**src/rtl/lrt_pkg.sv**
```systemverilog
// Package for the linear ramp tween block: field widths, payload types and
// the ramp length limit. No dependencies; compile first.
package lrt_pkg;

    localparam int TIME_W  = 32;               // millisecond time stamps
    localparam int VAL_W   = 32;               // signed Q16.16 values
    localparam int DUR_W   = 16;               // ramp length, also span and elapsed
    localparam int MAG_W   = VAL_W + 1;        // |end - start| needs one more bit
    localparam int PROD_W  = MAG_W + DUR_W;    // magnitude times elapsed

    localparam int MUL_CNT_W = $clog2(DUR_W);
    localparam int DIV_CNT_W = $clog2(VAL_W);

    localparam logic [DUR_W-1:0] MAX_RAMP_MS = DUR_W'(60 * 1000);

    typedef logic [TIME_W-1:0]       time_ms_t;
    typedef logic signed [VAL_W-1:0] q16_t;
    typedef logic [DUR_W-1:0]        dur_t;
    typedef logic [MAG_W-1:0]        mag_t;
    typedef logic [PROD_W-1:0]       prod_t;

endpackage

```
**src/rtl/lrt_div.sv**
```systemverilog
// Bit-serial restoring divider: product over ramp span, one quotient bit per
// cycle. Depends on lrt_pkg.
module lrt_div import lrt_pkg::*;
(
    input  logic             clk,
    input  logic             rst_n,
    input  logic             start,
    input  prod_t            dividend,
    input  dur_t             divisor,
    output logic             done,
    output logic [VAL_W-1:0] quotient
);

    logic                 busy_reg;
    logic                 done_reg;
    logic [DIV_CNT_W-1:0] cnt_reg;
    dur_t                 div_reg;
    dur_t                 rem_reg;
    logic [VAL_W-1:0]     quo_reg;
    logic [DUR_W:0]       trial;
    logic                 fits;

    // remainder stays below the divisor, so 16 bits hold it
    assign trial = {rem_reg, quo_reg[VAL_W-1]} - {1'b0, div_reg};
    assign fits  = !trial[DUR_W];

    always_ff @(posedge clk or negedge rst_n)
    begin
        if (!rst_n)
        begin
            busy_reg <= 1'b0;
            done_reg <= 1'b0;
            cnt_reg  <= '0;
        end
        else
        begin
            done_reg <= 1'b0;
            if (start)
            begin
                busy_reg <= 1'b1;
                cnt_reg  <= DIV_CNT_W'(VAL_W - 1);
            end
            else if (busy_reg)
            begin
                if (cnt_reg == '0)
                begin
                    busy_reg <= 1'b0;
                    done_reg <= 1'b1;
                end
                else
                begin
                    cnt_reg <= cnt_reg - 1'b1;
                end
            end
        end
    end

    // quotient is known to fit 32 bits, so the top bits seed the remainder
    always_ff @(posedge clk)
    begin
        if (start)
        begin
            div_reg <= divisor;
            rem_reg <= dividend[VAL_W+DUR_W-1:VAL_W];
            quo_reg <= dividend[VAL_W-1:0];
        end
        else if (busy_reg)
        begin
            rem_reg <= fits ? trial[DUR_W-1:0] : {rem_reg[DUR_W-2:0], quo_reg[VAL_W-1]};
            quo_reg <= {quo_reg[VAL_W-2:0], fits};
        end
    end

    assign done     = done_reg;
    assign quotient = quo_reg;

endmodule

```
**config.mk**
```make
export PLATFORM = sky130hd
export DESIGN_NAME = lrt_div
export DESIGN_NICKNAME = d
export VERILOG_FILES = /design/src/rtl/lrt_pkg.sv /design/src/rtl/lrt_div.sv
export SDC_FILE = /design/constraint.sdc
export NUM_CORES = 1
export LEC_CHECK = 0
export BUFFER_PORTS_ARGS = -buffer_cell sky130_fd_sc_hd__buf_2
export CAP_MARGIN = 20
export CORE_ASPECT_RATIO = 0.9
export CORE_MARGIN = 1
export CORE_UTILIZATION = 54
export CTS_CLUSTER_DIAMETER = 120
export DETAILED_ROUTE_END_ITERATION = 8
export PLACE_DENSITY = 0.83
export SYNTH_ARGS = -nofsm -noshare
export SYNTH_HDL_FRONTEND = slang
export SYNTH_SLANG_ARGS = --single-unit
```
**constraint.sdc**
```tcl
create_clock -name clk -period 3.7 [get_ports clk]
set_input_delay 0 -clock clk [delete_from_list [all_inputs] [get_ports clk]]
set_output_delay 0 -clock clk [all_outputs]
set_load 0.1 [all_outputs]
```
======== Word-level counts from Yosys, hierarchy flattened ========
Index checks and enable logic that the tools add are counted.
word-level totals
  register bits ........................... 71
  word-level logic and storage cells ...... 27
  bits of input ports ..................... 68
  output and inout bits ................... 33
cells by class
  mux-type cells .......................... 14
  reductions and logical operators ........ 4
  $add $sub $neg .......................... 2
  eq/ne operators ......................... 1
operators with widths
  operator             count
  $mux 32              2
  $mux 16              3
  $sub 17x16->17       1
  $mux 5               3
  $mux 1               6
  $logic_not 5->1      1
  $sub 5x1->5 const B  1
  $ne 2x2->1 const B   1
  $reduce_and 2->1     1
  $reduce_bool 2->1    1
  $logic_not 1->1      1

======== Logic depth before layout (Yosys ltp) ========
  depth in word-level cells ............... 4
  mapped depth ............................ 10
  mapped depth without buffers ............ 9

======== Worst setup path after synthesis ========
No wires, ideal clock.
  kind .................................... register to register
  start ................................... register quo_reg[31], in the netlist quotient[31]
  end ..................................... register rem_reg[8], data pin
  clock period less this slack ............ 3187 ps
  cell stages (with the launch flop) ...... 10
  buffers on the path ..................... 0
  data arrival time ....................... 3035 ps
  required time ........................... 3548 ps
  setup slack ............................. 513 ps
  setup time .............................. 152 ps
  cell sequence ........................... edfxtp_1 > inv_1 > ha_1 > fa_1 > nand2b_1 > a21oi_1 > o211a_4 > nor3_2 > or4b_1 > a31oi_1
on the way
  cells in the longest elaborated chain, start to end .. 4
ends and longest elaborated chain
  element                   RTL line       source
  start: declaration        lrt_div.sv:19  logic [VAL_W-1:0] quo_reg;
  start signal: assignment  lrt_div.sv:65  quo_reg <= dividend[VAL_W-1:0];
  start signal: assignment  lrt_div.sv:70  quo_reg <= {quo_reg[VAL_W-2:0], fits};
  $sub 17x16->17            lrt_div.sv:24  assign trial = {rem_reg, quo_reg[VAL_W-1]} - {1'b0, div_reg};
  $mux 16                   lrt_div.sv:69  rem_reg <= fits ? trial[DUR_W-1:0] : {rem_reg[DUR_W-2:0], quo_reg[VAL_W-1]};
  $mux 16                   lrt_div.sv:67  else if (busy_reg)
  $mux 16                   lrt_div.sv:61  if (start)
  end signal: assignment    lrt_div.sv:64  rem_reg <= dividend[VAL_W+DUR_W-1:VAL_W];
  end signal: assignment    lrt_div.sv:69
  end: declaration          lrt_div.sv:18  dur_t rem_reg;
No other way between the ends. The select of a mux whose other input is x is not followed.
A chain may end at the register's enable or synchronous reset.

======== Worst setup path in the final report ========
  start ................................... register quo_reg[31], in the netlist quotient[31]
  end ..................................... register rem_reg[12], data pin
The elaborated chain is that of the path after synthesis.

==> impl_metrics.json <==
{
  "status": "complete, but fails checks",
  "violations": "hold timing",
  "die_h_um": 84.40,
  "syn2layout_area_growth_pct": 34.37,
  "yosys.area.top_type_share_pct": 47.17,
  "worst_path_dominant_cell_family": "compound AO/OA/AOI/OAI gates",
  "synth_cell_types": 56,
  "crit_chain": "inv_1 -> ha_1 -> fa_1 -> nand2b_1 -> a21oi_1 -> o211a_4 -> nor3_2 -> buf_4 -> or4_1 -> a31oi_1",
  "grt_overflow": 0,
  "synth_top_family_by_area": "compound AO/OA/AOI/OAI gates",
  "ys_seq_elements": 71,
  "ctsHoldBuffers": 57,
  "cts-root-buf": "clkbuf_8",
  "yosys.area_share.simple_pct": 12.62,
  "fp-row-count": 29,
  "layout_min_cycle_time_ns": 3.249,
  "grt_pass1_vias": 3854,
  "synth_compound_area_share_pct": 14.62,
  "layout-drive-gt1-share_pct": 30.89,
  "num_vias": 3866,
  "setup_viol": 0,
  "slew_violations": 0,
  "synth_ff_type": "edfxtp_1",
  "antenna_found_initial": 0,
  "wl_per_cell_um": 21.26,
  "drv_cap": 0,
  "multi_input_area_um2": 1813,
  "final_common_cell": "buf_2",
  "cts_resized": 0,
  "cts_tree": "done",
  "clk_pin_slew_worst_paths_ns": 0.08,
  "vdd_drop_max_uv": 514.0,
  "grt_util_all_layers_pct": 34.43,
  "fp.coreArea_um2": 7184,
  "yosys-top-cells-area": "edfxtp_1 47%, mux2_2 8.6%, ha_1 5.5%",
  "routed_via_density": 6.327,
  "worst-path-buf-inv": 2,
  "crit_path_top_delay_cell": "or4_1",
  "regArea_um2": 2097,
  "worst_slew_pin_slew_ns": 1.002,
  "synthesis.nets": 447,
  "skew_ns": 0.01543,
  "ant_nets": 0,
  "synth_xor_xnor_area_share_pct": 1.935,
  "wl_um": 12990,
  "nFillCells": 411,
  "ys_warn_count": 0,
  "cpPeakStageDelay_ns": 0.51,
  "grt_max_degree": 49,
  "p_leak_nw": 2.312,
  "synth_largest_area_cell": "edfxtp_1",
  "port_buffers": 99,
  "yosysSeqAreaShare_pct": 51.47,
  "crit_arrival_ns": 3.39,
  "slew_headroom_pct": 32.81,
  "critPathCaptureType": "flip-flop",
  "grt_pass1_wl_um": 20130,
  "dpl_cell_area_um2": 4631,
  "timing.fmax_ghz": 0.3077,
  "diodes": 0,
  "mostFrequentLayoutCells": "99 x buf_2, 64 x edfxtp_1, 57 x dlygate4sd3_1",
  "fin_hold_ws_ns": -0.004035,
  "clock_path_buffers": 2,
  "start_util_pct": 56.70,
  "drt_iter0_drc": 587,
  "io_pins": 101,
  "powerDensity_nw_per_um2": 717.2,
  "rsz0062_at_grt": "no",
  "cts.sinks": 71,
  "die_w_um": 93.56,
  "finalInstanceArea_um2": 5474,
  "cts_buffers": 9,
  "dieArea_um2": 7896,
  "fin_nets": 600,
  "finalCritPeriodShare_pct": 87.82,
  "dr.pass1.iters": 8,
  "postSynthAreaPerCell_um2": 11.32,
  "synth_cells": 360,
  "async_flop_share_pct": 9.859,
  "startpoint_type": "flip-flop",
  "gp_congestion": 0.9007,
  "holdCritPathClass": "in2reg",
  "cts_htree_levels": 3,
  "crit_required_ns": 3.84,
  "path_max_fanout": 6,
  "synth_fa_ha_area_share_pct": 6.020,
  "syn_area_um2": 4074,
  "path_class": "reg2reg",
  "total_power_w": 0.003926,
  "postCtsSetupRepairBufs": 0,
  "clock_latency_ns": 0.37,
  "dp_hpwl_um": 6661,
  "synthMuxAreaShare_pct": 9.306,
  "hold_viol_final": 1,
  "drcViolationCount": 0,
  "synth_edf_count": 64,
  "final.setup.tns_ns": 0,
  "largest_reg_flops": 32
}
[worst min-delay path, stage by stage]
cell and delay (ns):
buf_2 0.08, nor2_1 0.03, a31oi_1 0.12
[layer usage]
| layer | up-vias | GRT usage [%] | wire, um |
|---|---|---|---|
| met5 | - | 0 | 0 |
| met4 | 0 | 17.62 | 669 |
| met3 | 66 | 9.149 | 1420 |
| met2 | 329 | 56.55 | 6231 |
| met1 | 1793 | 41.75 | 4671 |
| li1 | 1678 | - | - |
[kinds of logic (layout without fill, tap and decap cells)]
family,count (synthesis),count (layout)
AOI/OAI and AO/OA,89,89
xor gates and xnor gates,9,9
adders and majority gates,19,19
buffers and inverters,40,198
DFF,71,71
muxes,34,34
and+or+nand+nor,98,98
[cell usage after synthesis, drive strengths merged, types with 2 or more instances]
library cell and number:
edfxtp 64, mux2 31, o21ai 23, nand2 22, nor2 22, inv 20
a21oi 18, ha 18, a31oi 15, clkbuf 11, nand3 10, buf 8
nand2b 8, nand4 8, o211ai 8, dfrtp 7, a21o 6, xnor2 6
and3 5, nor3 5, and4 3, mux2i 3, o31ai 3, or3 3
xor2 3, a2111oi 2, a221o 2, nor3b 2, nor4 2, or2 2
or4 2
[layout make-up]
cell class,count,area share [%]
Sequential cell,71,38.31
Multi-Input combinational cell,249,33.12
Timing Repair Buffer,161,20.39
Clock buffer,10,2.514
Tap cell,93,2.126
Clock inverter,6,2.103
Inverter,21,1.440
[stage by stage]
stage	hold WS (ns)	setup WS [ns]	utilization, %	instances
4_1_cts	0.0001631	0.7174	75.91	610
6_report	-0.004035	0.4505	76.19	611
3_5_place_dp	-0.1628	0.7434	64.45	537
3_3_place_gp	-0.1646	0.8318	64.45	537
2_1_floorplan	-0.2956	0.5129	-	360
5_1_grt	0.01738	0.3456	76.19	611
[power breakdown]
part	switching [W]	total, W	internal [W]
clock network	0.000330	0.000800	0.000470
logic	0.00128	0.00196	0.000679
registers	0.000101	0.00117	0.00107
[worst paths after layout]
kind	slack, ns	end	cells past startpoint	startpoint
max	0.45	rem_reg[12]	10	quotient[31]
min	-0.004	rem_reg[7]	3	dividend[39]
max reg2reg	0.45	rem_reg[12]	10	quotient[31]
min reg2reg	0.57	cnt_reg[4]	2	cnt_reg[4]
max in group asynchronous	2.37	cnt_reg[2]	4	rst_n
min in group asynchronous	0.55	busy_reg	3	rst_n
No activity file was read; power rests on OpenSTA's default activity.
