<file path="config.mk">
export PLATFORM = sky130hd
export DESIGN_NAME = lrt_mul
export DESIGN_NICKNAME = d
export VERILOG_FILES = /design/src/rtl/lrt_pkg.sv /design/src/rtl/lrt_mul.sv
export SDC_FILE = /design/constraint.sdc
export NUM_CORES = 1
export LEC_CHECK = 0
export ABC_AREA = 1
export BUFFER_PORTS_ARGS = -buffer_cell sky130_fd_sc_hd__clkbuf_2
export CORE_ASPECT_RATIO = 1.1
export CORE_UTILIZATION = 53
export DETAILED_ROUTE_END_ITERATION = 12
export HOLD_SLACK_MARGIN = 0.02
export PLACE_DENSITY = 0.76
export SLEW_MARGIN = 20
export SYNTH_ARGS = -nofsm -noshare
export SYNTH_HDL_FRONTEND = slang
export SYNTH_SLANG_ARGS = --single-unit
</file>
<file path="constraint.sdc">
create_clock -name clk -period 5.97 [get_ports clk]
set_input_delay 1.194 -clock clk [delete_from_list [all_inputs] [get_ports clk]]
set_output_delay 1.194 -clock clk [all_outputs]
set_load 0.005 [all_outputs]
</file>
<file path="src/rtl/lrt_pkg.sv">
// Package for the linear ramp tween block: field widths, payload types and
// the ramp length limit. No dependencies; compile first.
package lrt_pkg;

    localparam int TIME_W  = 32;               // millisecond time stamps
    localparam int VAL_W   = 32;               // signed Q16.16 values
    localparam int DUR_W   = 16;               // ramp length, also span and elapsed
    localparam int MAG_W   = VAL_W + 1;        // |end - start| needs one more bit
    localparam int PROD_W  = MAG_W + DUR_W;    // magnitude times elapsed

    localparam int MUL_CNT_W = $clog2(DUR_W);
    localparam int DIV_CNT_W = $clog2(VAL_W);

    localparam logic [DUR_W-1:0] MAX_RAMP_MS = DUR_W'(60 * 1000);

    typedef logic [TIME_W-1:0]       time_ms_t;
    typedef logic signed [VAL_W-1:0] q16_t;
    typedef logic [DUR_W-1:0]        dur_t;
    typedef logic [MAG_W-1:0]        mag_t;
    typedef logic [PROD_W-1:0]       prod_t;

endpackage

</file>
<file path="src/rtl/lrt_mul.sv">
// Bit-serial shift-add multiplier: 33-bit magnitude times 16-bit elapsed time,
// one multiplier bit per cycle. Depends on lrt_pkg.
module lrt_mul import lrt_pkg::*;
(
    input  logic  clk,
    input  logic  rst_n,
    input  logic  start,
    input  mag_t  mcand,
    input  dur_t  mplr,
    output logic  done,
    output prod_t product
);

    logic                 busy_reg;
    logic                 done_reg;
    logic [MUL_CNT_W-1:0] cnt_reg;
    mag_t                 mcand_reg;
    mag_t                 hi_reg;
    dur_t                 lo_reg;
    logic [MAG_W:0]       sum;

    assign sum = {1'b0, hi_reg} + (lo_reg[0] ? {1'b0, mcand_reg} : '0);

    always_ff @(posedge clk or negedge rst_n)
    begin
        if (!rst_n)
        begin
            busy_reg <= 1'b0;
            done_reg <= 1'b0;
            cnt_reg  <= '0;
        end
        else
        begin
            done_reg <= 1'b0;
            if (start)
            begin
                busy_reg <= 1'b1;
                cnt_reg  <= MUL_CNT_W'(DUR_W - 1);
            end
            else if (busy_reg)
            begin
                if (cnt_reg == '0)
                begin
                    busy_reg <= 1'b0;
                    done_reg <= 1'b1;
                end
                else
                begin
                    cnt_reg <= cnt_reg - 1'b1;
                end
            end
        end
    end

    // partial sum shifts right together with the consumed multiplier bits
    always_ff @(posedge clk)
    begin
        if (start)
        begin
            mcand_reg <= mcand;
            hi_reg    <= '0;
            lo_reg    <= mplr;
        end
        else if (busy_reg)
        begin
            hi_reg <= sum[MAG_W:1];
            lo_reg <= {sum[0], lo_reg[DUR_W-1:1]};
        end
    end

    assign done    = done_reg;
    assign product = {hi_reg, lo_reg};

endmodule

</file>
=== Yosys cells after proc, flatten, opt, wreduce, memory -nomap -nowiden ===
Cells that the tools add are included.

* Logic and storage cells: 24
* Output and inout port bits: 50
* Input port bits: 52
* Flip-flop bits (word level): 88

* Add/subtract/negate cells: 2
* Reductions and logical operators: 3
* Multiplexer cells: 12
* Equal/unequal tests: 1

{| class="wikitable"
|+ Operators by type and width
! cell !! number
|-
| $add A33 B33 Y34 || 1
|-
| $mux W33 || 1
|-
| $mux W16 || 2
|-
| $mux W4 || 3
|-
| $mux W1 || 6
|-
| $logic_not A4 Y1 || 1
|-
| $sub A4 B1 Y4 const B || 1
|-
| $ne A2 B2 Y1 const B || 1
|-
| $reduce_and A2 Y1 || 1
|-
| $reduce_bool A2 Y1 || 1
|}

=== Longest topological paths before layout ===
Gate-level depths: netlist (run 1).

* Depth in word-level cells: 4
* Gate-level depth with buffers: 20
* Mapped depth without buffers: 18

=== Least setup slack after synthesis (run 1) ===
No wires, ideal clock.

* Path kind: in2reg
* Start point: input start
* End point: register cnt_reg[3]
* Data required time: 5.842 ns
* Buffers on the path: 1
* Arrival time: 2.390 ns
* Stages: 8
* Setup time: 0.128 ns
* Setup slack: 3.452 ns
* Path through: buf_2 nor2_1 inv_1 nand2_1 nor2_1 nand3_1 a21oi_1 o21ai_0

* Longest elaborated chain between the ends: 2
* Elaborated cells between the ends (all ways): 4
* Those cells by class: 1 x eq/ne; 1 x mux; 2 x reduce/logical

{| class="wikitable"
|+ RTL lines
! element !! line !! text
|-
| start: declaration || lrt_mul.sv:7 || <nowiki>input logic start,</nowiki>
|-
| $ne A2 B2 Y1 (no source line) / $reduce_bool A2 Y1 (equally long branches) || -- ||
|-
| $reduce_and A2 Y1 (no source line) || -- ||
|-
| end signal: assignment || lrt_mul.sv:38 || <nowiki>cnt_reg <= MUL_CNT_W'(DUR_W - 1);</nowiki>
|-
| end signal: assignment || lrt_mul.sv:49 || <nowiki>cnt_reg <= cnt_reg - 1'b1;</nowiki>
|-
| end: declaration || lrt_mul.sv:16 || <nowiki>logic [MUL_CNT_W-1:0] cnt_reg;</nowiki>
|}

Parallel ways exist; a longest one is shown, timed or not.
A chain may end at the register's enable or synchronous reset.

=== Worst setup path after layout (run 1) ===
* Start point: register lo_reg[0]
* End point: register hi_reg[31]

* Longest elaborated chain between the ends: 2

{| class="wikitable"
|+ RTL lines
! element !! line !! text
|-
| start: declaration || lrt_mul.sv:19 || <nowiki>dur_t lo_reg;</nowiki>
|-
| start signal: assignment || lrt_mul.sv:62 || <nowiki>lo_reg <= mplr;</nowiki>
|-
| start signal: assignment || lrt_mul.sv:67 || <nowiki>lo_reg <= {sum[0], lo_reg[DUR_W-1:1]};</nowiki>
|-
| $mux W33 || lrt_mul.sv:22 || <nowiki>assign sum = {1'b0, hi_reg} + (lo_reg[0] ? {1'b0, mcand_reg} : '0);</nowiki>
|-
| $add A33 B33 Y34 || lrt_mul.sv:22 ||
|-
| end signal: assignment || lrt_mul.sv:66 || <nowiki>hi_reg <= sum[MAG_W:1];</nowiki>
|-
| end: declaration || lrt_mul.sv:18 || <nowiki>mag_t hi_reg;</nowiki>
|}

Every way passes these cells.

==> results of run 1 <==
==> worst max-delay path by stage <==
| stage | from | endpoint | slack [ns] |
|---|---|---|---|
| 3_3_place_gp | start | cnt_reg[3] | 2.66 |
| 5_1_grt | lo_reg[0] | hi_reg[23] | 2.67 |
| 2_1_floorplan | start | cnt_reg[3] | 3.45 |
| 3_5_place_dp | start | cnt_reg[3] | 2.62 |
| 6_report | lo_reg[0] | hi_reg[31] | 2.96 |
| 4_1_cts | lo_reg[0] | hi_reg[31] | 2.95 |
==> through the flow <==
stage	hold slack [ns]	power, mW	std cells	cell area [µm²]
after global placement	0.469	1.20	1113	6500
after global routing	0.509	1.88	1129	6800
final	0.479	1.77	1129	6800
after CTS	0.484	1.78	1129	6800
after detailed placement	0.473	1.21	1113	6500
after floorplan	0.459	1.06	881	5870
==> layer usage <==
| layer | routed length (µm) | part of all wire (%) |
|---|---|---|
| met1 | 6620 | 49 |
| met2 | 5850 | 43 |
| met3 | 780 | 5.8 |
| met4 | 267 | 2.0 |
| met5 | 0 | 0 |
==> worst max-delay path, stage by stage (launching register included) <==
cell      delay, ns
edfxtp_1       0.71
buf_4          0.36
nand2_1        0.07
inv_1          0.06
ha_1           0.20
inv_1          0.07
fa_1           0.35
inv_1          0.13
nand2_1        0.08
nand2_1        0.13
nand3_1        0.10
nand2_2        0.11
nand2_2        0.05
nand2_2        0.11
nand2_1        0.12
nand3_1        0.09
nand3_1        0.07
nand2_1        0.07
inv_1          0.04
==> cell type report <==
class	count	area [µm²]
clock inverters	7	78.8
inverters	184	691
fillers	1047	3790
multi-input cells	594	2820
repair buffers	104	528
flip-flops and latches	88	2280
well taps	143	179
clock buffers	9	225
==> kinds of logic after synthesis <==
kind of cell | count (synthesis)
adder cells (fa/ha/maj) | 35
AO/OA/AOI/OAI | 56
buffers and inverters | 199
XOR/XNOR | 10
AND/OR/NAND/NOR | 493
flip-flops | 88
==> placed cells by master (no fill, tap or decap), types with 2 or more instances in the layout <==
cell type / Yosys / routed
nand2_1: 344 / 344
inv_1: 184 / 184
clkbuf_2: 0 / 101
nor2_1: 81 / 81
edfxtp_1: 49 / 49
nand3_1: 38 / 38
ha_1: 34 / 34
dfxtp_1: 33 / 33
a21oi_1: 28 / 28
o21ai_0: 15 / 15
nand2_2: 10 / 10
xnor2_1: 9 / 9
clkbuf_16: 0 / 9
dfrtp_1: 6 / 6
nor3_1: 4 / 4
nand4_1: 4 / 4
o21ai_1: 4 / 4
nand3_2: 3 / 3
or2_2: 3 / 3
buf_4: 1 / 3
nor2_2: 2 / 2
and2_1: 2 / 2
a31oi_1: 2 / 2
a32o_1: 2 / 2
clkinvlp_4: 0 / 2
==> power by group <==
part	total, mW	switching (mW)	internal, mW
Combinational	0.438	0.262	0.176
Sequential	0.760	0.0483	0.712
Clock	0.575	0.246	0.329
Total	1.77	0.557	1.22
==> results by group, run 1 <==
Timing
  – Final Hold Viols: 0
  – RSZ-0062 raised after global routing: false
  – Worst-margin pin slew: 0.947 ns
  – Worst slew margin: 36.6%
  – Pins Over Slew Limit: 0
  – Post-layout min period: 3.01 ns
  – Maximum clock frequency: 332 MHz
  – PnR worst setup slack: 2.96 ns
  – Fin Setup TNS: 0 ns
  – Final setup vio count: 0
  – Period utilization: 50.4%
  – Fin Clk Skew: 0.0110 ns

Floorplanning
  – Die Area: 0.0115 mm²
  – Ports: 102
  – # rows: 39
  – Core Footprint: 0.0106 mm²
  – Initial Util: 55.5%
  – Die height: 112 µm
  – Die Span X: 102 µm

Synthesis
  – Synth unique cells: 36
  – #FFs+latches synth: 88
  – Combinational family with the most area after synthesis: simple AND/OR/NAND/NOR gates
  – Synth cell count leaders: nand2_1, inv_1, nor2_1
  – Simple-gate share of the synthesized area: 33.7%
  – Syn_area_per_cell: 6.67 µm²
  – Post-Synth Adder-Cell Area: 7.58%
  – Top FF cell, synth: edfxtp_1
  – Top-count cell post-synth: nand2_1
  – Compound-cell area share of the yosys netlist: 5.18%
  – Seq/Total Area, Yosys: 38.8%
  – Syn Inst Count: 881
  – Multiplexer share of the synthesized area: 0%
  – EDFF count, synth: 49
  – Yosys warns: 0
  – Synth area leaders: edfxtp_1, nand2_1, inv_1, dfxtp_1, ha_1
  – Mapped Area: 0.00587 mm²
  – Syn nets: 968
  – Area share of xor/xnor cells in the synthesized design: 1.49%
  – Area share of the largest cell type after synthesis: 25.0%
  – Synth async-reset ratio: 6.82%
  – Synth area leader: edfxtp_1

Setup path
  – Worst Path Required: 6.22 ns
  – Worst EP arrival: 3.26 ns
  – RR Startpoint: lo_reg[0]
  – R2r setup slk: 2.96 ns
  – Worst setup EP type: flop
  – Cells on worst reg2reg path: 18
  – Worst Path Max Fanout: 19
  – Worst Setup Start Kind: flop
  – WS Path Type: reg2reg
  – R2r endpoint: hi_reg[31]

Route
  – Vias after detailed routing: 5,395
  – Routed vias/inst: 4.78
  – DRT iter0 DRCs: 238
  – Post-route antenna net violation count: 0
  – DRC viols: 0
  – Router iterations before antenna repair: 5
  – WL final: 13,500 µm
  – Wirelength per Cell: 12.0 µm

Worst hold path
  – Hold Path Sink: hi_reg[7]
  – Hold path start: hi_reg[7]
  – HP Class: reg2reg
  – Hold Crit Depth: 2

Clock tree
  – CTS Hold Buffers Added: 0
  – CTS sink cnt: 88
  – Worst-skew pair later-pin latency: 0.35 ns
  – Num CTS Buffers: 9
  – Setup Fix Bufs, Post-CTS: 0
  – TritonCTS clock tree: built
  – Post_cts resized: 0
  – H-tree lvl count: 3
  – Clock buffer depth: 2
  – Clk root buf: clkbuf_16
  – Clk slew on worst S/H paths: 0.07 ns

GRT
  – Congestion Overflow GR: 0
  – Gr busiest metal: met2
  – Total GRT Usage: 25.7%
  – Antenna violations before repair: 0
  – M2 GR Usage: 39.6%
  – GR Layer Usage met1: 36.1%
  – Largest net degree at the start of global routing: 69
  – Met3 GRT Util: 4.48%
  – First-pass GRT wire length: 23,000 µm
  – Number of global-route vias before repair: 4,973

Placed design
  – Pre-CTS setup slack: 2.62 ns
  – DPL Wire Length: 10,500 µm
  – IO Port Bufs: 101
  – Routability congestion estimate: 0.944

Final layout
  – Layout Utilization: 64.2%
  – # nets final: 1,068
  – Diode count: 0
  – Share of post-route cells with drive strength above 1: 14.0%
  – Area delta synth->final: 15.8%

Run
  – Maxcap violations: 0

Power
  – PwrDens: 261 mW/mm²
  – Worst IR drop on VDD: 0.170 mV
  – Pleak: 4.05 nW

Outcome
  – Status: finished clean
Power figures use the tool's default switching activity.
==> run 2: changes to the inputs <==
- clock period: 5.97 -> 2.9 ns (I/O delays scaled with it)
==> results by group, run 2 (synthesis results as in run 1) <==
Outcome
  – Status: finished clean

Final layout
  – Diode count: 0 (unchanged)
  – Share of post-route cells with drive strength above 1: 14.0% (+0.044 points)
  – Most frequent cells in the layout: nand2_1, inv_1, clkbuf_2, nor2_1, edfxtp_1
  – Commonest non-fill, non-tap cell in the layout: nand2_1
  – Area delta synth->final: 16.0%
  – # nets final: 1,072 (+0.37%)

Route
  – Router iterations before antenna repair: 5 (unchanged)
  – Post-route antenna net violation count: 0 (unchanged)
  – DRT iter0 DRCs: 315 (+32%)
  – WL final: 14,000 µm (+3.5%)
  – DRC viols: 0 (unchanged)
  – Wirelength per Cell: 12.3 µm (+3.2%)
  – Vias after detailed routing: 5,453 (+1.1%)
  – Routed vias/inst: 4.81 (+0.72%)

Power
  – Seq pwr share: 43.1% (+0.2 points)
  – Clock power frac: 31.4% (-1.0 points)
  – Worst IR drop on VDD: 0.341 mV (+100%)
  – Internal power: 2.50 mW (+110%)
  – Pleak: 4.06 nW (+0.30%)
  – Net load switching power: 1.12 mW (+100%)
  – PwrDens: 531 mW/mm² (+100%)
  – Comb power frac: 25.5% (+0.8 points)
  – Switching Share: 31.0% (-0.39 points)

Floorplanning
  – Core Footprint: 0.0106 mm² (unchanged)
  – Initial Util: 55.5% (unchanged)
  – Ports: 102 (unchanged)
  – Die Span X: 102 µm (unchanged)
  – Die Area: 0.0115 mm² (unchanged)
  – Die height: 112 µm (unchanged)
  – # rows: 39 (unchanged)

Timing
  – Post-layout min period: 2.39 ns (-0.620 ns)
  – Period utilization: 82.4% (+32 points)
  – RSZ-0062 raised after global routing: false
  – Pins Over Slew Limit: 0 (unchanged)
  – Fin Setup TNS: 0 ns (unchanged)
  – Final Hold Viols: 0 (unchanged)
  – Maximum clock frequency: 418 MHz (+26%)
  – Worst slew margin: 54.2% (+18 points)
  – Worst-margin pin slew: 0.687 ns (-0.261 ns)
  – Fin Clk Skew: 0.00612 ns (-0.00484 ns)
  – Final setup vio count: 0 (unchanged)
  – Worst Hold Slack: 0.0528 ns (-0.426 ns)

GRT
  – Total GRT Usage: 26.6% (+0.86 points)
  – Congestion Overflow GR: 0 (unchanged)
  – First-pass GRT wire length: 23,600 µm (+2.5%)
  – Largest net degree at the start of global routing: 38 (-45%)
  – Number of global-route vias before repair: 5,131 (+3.2%)
  – Antenna violations before repair: 0 (unchanged)

Clock tree
  – Clk slew on worst S/H paths: 0.06 ns (about the same)
  – Post_cts resized: 0 (unchanged)
  – CTS Hold Buffers Added: 0 (unchanged)
  – CTS sink cnt: 88 (unchanged)
  – Clk root buf: clkbuf_16
  – Clock buffer depth: 2 (unchanged)
  – Worst-skew pair later-pin latency: 0.35 ns (about the same)
  – H-tree lvl count: 3 (unchanged)
  – Num CTS Buffers: 9 (unchanged)
  – Setup Fix Bufs, Post-CTS: 0 (unchanged)
  – TritonCTS clock tree: built

Setup path
  – Worst Path Max Fanout: 15 (-4)
  – WS Path Type: reg2reg
  – Worst EP arrival: 2.64 ns (-0.62 ns)
  – Worst setup EP type: flop
  – Worst Path Required: 3.15 ns (-3.07 ns)
  – Worst Setup Start Kind: flop

Placed design
  – Routability congestion estimate: 0.937 (-0.74%)
  – DPL Wire Length: 10,900 µm (+3.9%)
  – IO Port Bufs: 101 (unchanged)

Worst hold path
  – HP Class: in2async

Run
  – Maxcap violations: 0 (unchanged)
[run 2: cell count changes in the layout (fill, tap and decap cells not counted), sizes merged]
| cell | before | now |
|---|---|---|
| inv | 186 | 184 |
| buf | 3 | 7 |
| clkinvlp | 2 | 1 |
| clkbuf | 110 | 113 |
[run 2: worst paths after layout]
check	startpoint	slack [ns]	depth (start not counted)	to
min in group clk	mcand[29]	0.41	1	mcand_reg[29]
max	lo_reg[0]	0.51	18	hi_reg[23]
max reg2reg	lo_reg[0]	0.51	18	hi_reg[23]
min	rst_n	0.05	1	cnt_reg[1]
min reg2reg	hi_reg[12]	0.48	2	hi_reg[12]
max in group asynchronous	rst_n	2.70	1	done
[run 2: critical path, cell delays in order (launching register included)]
cell	delay, ns
edfxtp_1	0.34
buf_4	0.20
nand2_1	0.07
inv_1	0.06
ha_1	0.21
inv_1	0.07
fa_1	0.35
inv_1	0.12
nand2_1	0.08
nand2_1	0.12
nand3_1	0.10
nand2_2	0.10
nand2_2	0.05
nand2_2	0.10
nand2_1	0.08
nand3_1	0.07
nand3_1	0.07
nand2_1	0.08
inv_1	0.03
[run 2: area by class of cell]
cell class | instances | area [µm²]
fill | 1039 | 3780
multi-input combinational | 594 | 2820
sequential | 88 | 2280
inverter | 184 | 691
timing repair buffer | 108 | 558
clock buffer | 12 | 236
tap | 143 | 179
clock inverter | 4 | 47.5
[run 2: power groups by stage]
| stage | logic, mW | registers (mW) | clock network [mW] |
|---|---|---|---|
| after floorplan | 0.604 | 1.57 | 0 |
| after global placement | 0.909 | 1.58 | 0 |
| after detailed placement | 0.916 | 1.58 | 0 |
| after CTS | 0.922 | 1.56 | 1.15 |
| after global routing | 1.05 | 1.58 | 1.21 |
| final | 0.923 | 1.56 | 1.14 |
[run 2: routing by layer]
layer  up-vias  track usage (%)  wire length (µm)
li1       2879                -                 -
met1      2388             36.5              6590
met2       162             41.4              6160
met3        24             5.11               948
met4         0             9.71               291
met5         -                0                 0
[run 2: per-stage QoR]
step	util [%]	total power, mW	instances	area (µm²)	setup WS, ns
3_5_place_dp	61.6	2.50	1117	6530	0.511
3_3_place_gp	61.6	2.49	1117	6530	0.592
6_report	64.3	3.62	1133	6810	0.509
5_1_grt	64.3	3.84	1133	6810	0.219
2_1_floorplan	-	2.18	881	5870	0.476
4_1_cts	64.3	3.64	1133	6810	0.511
